`config.mk`:
```
export PLATFORM = sky130hd
export DESIGN_NAME = tss_ring
export DESIGN_NICKNAME = d
export VERILOG_FILES = /design/src/rtl/tss_pkg.sv /design/src/rtl/tss_ring.sv
export SDC_FILE = /design/constraint.sdc
export NUM_CORES = 1
export LEC_CHECK = 0
export ABC_AREA = 1
export BUFFER_PORTS_ARGS = -buffer_cell sky130_fd_sc_hd__buf_2
export CAP_MARGIN = 20
export CORE_MARGIN = 2
export CORE_UTILIZATION = 32
export CTS_CLUSTER_DIAMETER = 150
export CTS_CLUSTER_SIZE = 40
export DETAILED_ROUTE_END_ITERATION = 7
export PLACE_DENSITY_LB_ADDON = 0.3
export SLEW_MARGIN = 20
export SYNTH_ARGS = -nofsm -noshare
export SYNTH_HDL_FRONTEND = slang
export SYNTH_SLANG_ARGS = --single-unit
```
`constraint.sdc`:
```
create_clock -name i_clk -period 7.85 [get_ports i_clk]
set_clock_uncertainty 0.2 [all_clocks]
set_input_delay 1.1775 -clock i_clk [delete_from_list [all_inputs] [get_ports i_clk]]
set_output_delay 1.1775 -clock i_clk [all_outputs]
set_load 0.01 [all_outputs]
```
`src/rtl/tss_pkg.sv`:
```
// Shared types, widths and constants of the tape saturation sample kernel.
// No dependencies; every other file in rtl/ imports this package.
`timescale 1ns / 1ps
package tss_pkg;

    // Internal fixed point: signed Q5.27
    localparam int Q_W        = 32;
    localparam int FRAC       = 27;
    localparam int SMP_W      = 24;
    localparam int MAX_SPAN   = 32;
    localparam int STAGES     = 5;
    localparam int POS_W      = 5;

    // Shared multiplier operand and product widths
    localparam int MA_W       = 48;
    localparam int MB_W       = 34;
    localparam int P_W        = MA_W + MB_W;

    // Register indexes on the configuration port
    localparam logic [2:0] REG_INPUT_GAIN  = 3'd0;
    localparam logic [2:0] REG_OUTPUT_GAIN = 3'd1;
    localparam logic [2:0] REG_WET_MIX     = 3'd2;
    localparam logic [2:0] REG_AVG_SPAN    = 3'd3;
    localparam logic [2:0] REG_SLEW_SCALE  = 3'd4;

    // Control of one averaging ring
    typedef struct packed {
        logic rd;
        logic upd;
    } t_ring_ctl;

    // Saturate a wide signed value to 32 bits
    function automatic logic signed [Q_W-1:0] sat32(input logic signed [P_W-1:0] v);
        if (v[P_W-1:Q_W-1] == '0 || v[P_W-1:Q_W-1] == '1) begin
            return v[Q_W-1:0];
        end
        return v[P_W-1] ? {1'b1, {(Q_W-1){1'b0}}} : {1'b0, {(Q_W-1){1'b1}}};
    endfunction

    // Saturate a wide signed value to the sample width
    function automatic logic signed [SMP_W-1:0] sat24(input logic signed [P_W-1:0] v);
        if (v[P_W-1:SMP_W-1] == '0 || v[P_W-1:SMP_W-1] == '1) begin
            return v[SMP_W-1:0];
        end
        return v[P_W-1] ? {1'b1, {(SMP_W-1){1'b0}}} : {1'b0, {(SMP_W-1){1'b1}}};
    endfunction

endpackage

```
`src/rtl/tss_ring.sv`:
```
// One moving-average ring: tap memory, valid bits and a running sum.
// Depends on tss_pkg.
`timescale 1ns / 1ps
module tss_ring #(
    parameter int DEPTH = 32
) (
    input  logic                           i_clk,
    input  logic                           i_rst_n,
    input  tss_pkg::t_ring_ctl             i_ctl,
    input  logic [tss_pkg::POS_W-1:0]      i_pos,
    input  logic signed [tss_pkg::Q_W-1:0] i_val,
    output logic signed [tss_pkg::Q_W-1:0] o_avg
);
    import tss_pkg::*;

    localparam int AW = $clog2(DEPTH);
    localparam int SW = Q_W + AW;

    logic signed [Q_W-1:0] mem [DEPTH];
    logic [DEPTH-1:0]      r_vld;
    logic signed [Q_W-1:0] r_old;
    logic                  r_oldv;
    logic signed [SW-1:0]  r_sum;
    logic signed [SW-1:0]  n_sum;
    logic signed [Q_W-1:0] old_w;
    logic [AW-1:0]         addr;

    assign addr  = i_pos[AW-1:0];
    assign old_w = r_oldv ? r_old : '0;
    assign n_sum = r_sum - SW'(old_w) + SW'(i_val);
    assign o_avg = Q_W'(n_sum >>> AW);

    // Read the tap that is about to be replaced
    always_ff @(posedge i_clk) begin
        if (i_ctl.rd) begin
            r_old <= mem[addr];
        end
        if (i_ctl.upd) begin
            mem[addr] <= i_val;
        end
    end

    // Track valid taps and the running sum
    always_ff @(posedge i_clk) begin
        if (!i_rst_n) begin
            r_vld  <= '0;
            r_oldv <= 1'b0;
            r_sum  <= '0;
        end else begin
            if (i_ctl.rd) begin
                r_oldv <= r_vld[addr];
            end
            if (i_ctl.upd) begin
                r_vld[addr] <= 1'b1;
                r_sum       <= n_sum;
            end
        end
    end

endmodule

```
After elaboration in Yosys (flattened, before gate mapping)
Memory sizes are Yosys's and may differ from the RTL's. A register that Yosys moved wholly into a read port is not among the register bits.
Cells that the tools add are included.
Widths: inputs -> output; s select.
{"block": "word_totals", "register_bits": 70, "ram_bits": 1024, "in_bits": 41, "output_inout_bits": 32, "word_cells": 17, "n_memories": 1}
{"memory": "mem", "words": 32, "width": 32, "rd": 1, "rd_clocked_by_memory_dff": 1, "write_ports": 1, "line_no": "tss_ring.sv:19", "source": "logic signed [Q_W-1:0] mem [DEPTH];"}
{"block": "op_classes", "addsub": 2, "n_lt_le_gt_ge": 2, "n_mux": 7, "n_bitwise": 1, "n_reduce_logical": 1}
{"op": "$add 37x32->37", "count": 1}
{"op": "$sub 37x32->37", "count": 1}
{"op": "$mux 32", "count": 1}
{"op": "$or 32x32->32", "count": 1}
{"op": "$lt 5x6->1 const B", "count": 1}
{"op": "$bmux 1 s5", "count": 1}
{"op": "$demux 1 s5", "count": 1}
{"op": "$ge 5x1->1 const B", "count": 1}
{"op": "$mux 1", "count": 4}
{"op": "$logic_and 1x1->1", "count": 1}

Logic depth before layout (Yosys ltp)
{"block": "logic_depth", "depth_word": 5, "depth_mapped": 21, "depth_no_buf": 20}

Worst setup path before layout
Ideal clock, no wire load.
{"block": "synth_path", "path_type": "input to output", "from": "in i_val[11] (netlist bit)", "to": "out o_avg[31] (netlist bit)", "t_arrival_ns": 3.050, "required_time_ns": 6.472, "setup_slack_ns": 3.422, "path_stages": 14, "n_path_buf": 1, "cell_sequence": "inv_1 fa_1 inv_1 ha_1 nand2_1 nor2_1 nand2_1 nand3b_1 nand3_1 nand2_1 nand2_1 nand2_1 nand2_1 buf_4"}
{"block": "synth_via", "elab_chain_len": 1}
{"element": "start, declared", "line_no": "tss_ring.sv:11", "source": "input logic signed [tss_pkg::Q_W-1:0] i_val,"}
{"element": "$add 37x32->37", "line_no": "tss_ring.sv:30", "source": "assign n_sum = r_sum - SW'(old_w) + SW'(i_val);"}
{"element": "end, declared", "line_no": "tss_ring.sv:12", "source": "output logic signed [tss_pkg::Q_W-1:0] o_avg"}
Every way passes these cells.

Worst setup path in the final report
{"block": "layout_path", "from": "in i_val[2] (netlist bit)", "to": "out o_avg[26] (netlist bit)"}
Same word-level chain as after synthesis.

==> impl_metrics.py <==
metrics = {
    "place": {
        "place_inst": 5196,
        "gp_congestion": 0.880,
        "port_buffers": 72,
        "place.detailed.hpwl_um": 78100,
        "dp_worst_setup_slack_ns": 2.14,
    },
    "worst_setup_path": {
        "crit_arrival_ns": 4.35,
        "cp_slowest_stage_delay_ns": 0.58,
        "cp_max_fo": 33,
        "worstSetupEndpointType": "primary output",
        "worst_path_most_repeated_cell": "nand2_1",
        "crit_required_ns": 6.47,
        "worst-path-buf-inv": 4,
        "crit_chain": "buf_2 > inv_1 > fa_1 > inv_1 > ha_1 > nand2_1 > nand3_1 > nand2_1 > nand3_1 > nand2_1 > nand2_1 > nand2_1 > nand2_1 > nand2_1 > nand2_1 > buf_2",
        "r2r-start": "r_oldv$_SDFFE_PN0P_",
        "crit_slowest_cell": "fa_1",
        "cp-start-kind": "primary input",
        "crit_type": "primary input to primary output",
        "cpLargestDelayFamily": "simple AND/OR/NAND/NOR gates",
        "crit_path_start": "i_val[2]",
    },
    "drt": {
        "via_count": 27400,
        "drtIter0Drc": 3201,
        "ant_nets": 0,
        "viasPerCell": 5.21,
        "wl_um": 135000,
        "drc": 0,
        "wl_per_cell_um": 25.7,
        "dr.pass1.iters": 5,
    },
    "sta": {
        "rsz0062_at_grt": "no",
        "final.min_clock_period_ns": 5.72,
        "slew_viol_final": 0,
        "finalCritPeriodShare": 0.729,
        "tns_ns": 0,
        "tightest_slew_ns": 1.09,
        "hold_viol": 0,
        "fmax_mhz": 175,
        "slew_headroom": 0.274,
        "worst_slack_ns": 2.13,
        "setup_viol": 0,
    },
    "clocking": {
        "clk_latency_ns": 0.65,
        "cts.clk_slew.worst_paths_ns": 0.16,
        "cts_hold_buf": 0,
        "clk_path_buf_depth": 3,
        "ctsResizeCount": 0,
        "tritoncts": "done",
        "postCtsSetupBuffers": 0,
        "htree_levels": 2,
        "clock_tree.root_cell": "clkbuf_16",
        "cts_buffers": 34,
        "numClockSinks": 1126,
    },
    "min_path": {
        "holdCritStartpoint": "r_sum[0]$_SDFFE_PN0P_",
        "min-delay-path-class": "flop to flop",
    },
    "pwr": {
        "p_per_area_nw_per_um2": 238,
        "max-vdd-ir-drop_v": 0.000141,
        "p_leak_nw": 16.7,
    },
    "global_routing": {
        "grt_pass1_wl_um": 192000,
        "grt_pass1_vias": 26200,
        "antenna_found_initial": 12,
        "grt_max_degree": 168,
        "overflow": 0,
        "grt_use_total": 0.181,
    },
    "cells_and_area": {
        "area_growth_pct": 8.13,
        "layout_commonest_cell": "edfxtp_1",
        "instances_no_fill": 5253,
        "final_nets": 3457,
        "layout_common_cells": "edfxtp_1 (1056), nand2_1 (492), a22oi_1 (454)",
        "final.fill_count": 13800,
        "drive_gt1_frac": 0.0696,
    },
    "job": {
        "maxCapViolCount": 0,
    },
    "yosys": {
        "ys_seq_area_frac": 0.730,
        "synthesis.area_um2": 45400,
        "yosys_warnings": 0,
        "ys_ff_latch": 1126,
        "netlist_instances": 3360,
        "yosys.cell_types.count": 32,
        "avgSynthCellArea_um2": 13.5,
        "synth.net_count": 3475,
    },
    "die": {
        "pin_count": 73,
        "die_w_um": 380,
        "dieArea_um2": 145000,
        "initial_core_util": 0.322,
        "rows": 138,
        "dieHeight_um": 380,
        "coreArea_um2": 141000,
    },
    "status": {
        "status": "complete, no violations",
    },
}
## tightest hold or removal path, stage by stage, from the launching register on
cell and delay, ns:
dfxtp_1 0.33, inv_1 0.07, a21oi_1 0.06
## synthesized netlist by cell type
library cell,count,area share
buf_6,3,0.00074
fa_1,36,0.016
nand3_1,53,0.0058
dfxtp_1,70,0.031
buf_2,48,0.0053
nand4_1,3,0.00041
a21oi_1,255,0.028
inv_2,12,0.00099
xnor2_1,3,0.00058
o21ai_1,3,0.00033
nor3_4,4,0.0014
nand3b_1,2,0.00033
inv_1,314,0.026
nor4_1,29,0.0040
nor3_2,4,0.00088
xor2_1,18,0.0035
a31o_1,1,0.00019
nor2_2,5,0.00069
clkbuf_1,85,0.0070
buf_1,23,0.0019
nand2_1,492,0.041
edfxtp_1,1056,0.70
ha_1,38,0.010
buf_4,32,0.0053
and2_1,1,0.00014
nor3_1,46,0.0051
o21ai_0,67,0.0074
a221oi_1,35,0.0068
a22oi_1,454,0.075
o21bai_1,5,0.00083
nor2_1,160,0.013
nor2_4,3,0.00074
## path summary, 6_finish.rpt
| path | slack [ns] | cells after the start | endpoint |
|---|---|---|---|
| worst max-delay path | 2.13 | 16 | o_avg[26] |
| worst min register to register | 0.28 | 2 | r_sum[0]$_SDFFE_PN0P_ |
| worst max register to register | 3.91 | 17 | r_sum[24]$_SDFFE_PN0P_ |
| worst min-delay path | 0.28 | 2 | r_sum[0]$_SDFFE_PN0P_ |
## state kept, by name (all words and copies together), names as in the netlist
register	count
mem	1024
r_old	32
r_oldv	1
r_sum	37
r_vld	32
## stage by stage
stage                     hold WS, ns  total power (W)  cell area (um2)  utilization
final                           0.283           0.0117            49000        0.348
after global routing            0.306           0.0122            49000        0.348
after CTS                       0.282           0.0117            49000        0.348
after detailed placement        0.261          0.00911            48000        0.340
after global placement          0.250          0.00911            47900        0.340
after floorplan                 0.239          0.00845            45400            -
## where the power goes
| group | switching (W) | leakage, nW | internal (W) |
|---|---|---|---|
| logic | 0.00157 | 6.12 | 0.000667 |
| clock network | 0.00177 | 0.503 | 0.000920 |
| registers | 0.0000442 | 10.1 | 0.00669 |
| total | 0.00338 | 16.7 | 0.00828 |
## final cells by class
cell class                 instances  area (um2)  share of cell area
sequential                      1126       33100               0.675
multi-input combinational       1717       10300               0.211
tap                             1890        2360              0.0482
inverter                         326        1230              0.0251
clock buffer                      54        1010              0.0206
timing repair buffer             137         953              0.0194
clock inverter                     2        38.8            0.000791
antenna                            1        2.50           0.0000510
## layer usage
metal / vias up / track usage / share of wire
met3: 122 / 0.0305 / 0.078
met4: 12 / 0.0313 / 0.017
met2: 977 / 0.278 / 0.45
met5: - / 0 / 0.00051
li1: 12200 / - / -
met1: 14000 / 0.270 / 0.46
## cells by family (layout without fill, tap and decap cells)
group	Yosys count	after routing	synth area share
compound gates	820	820	0.119
other cells	0	1	0
simple gates	802	802	0.0735
xor+xnor	21	21	0.00406
flops	1126	1126	0.730
fa+ha+maj	74	74	0.0264
buf+inv	517	519	0.0473
Note: power is estimated with default switching activity, not from simulation.
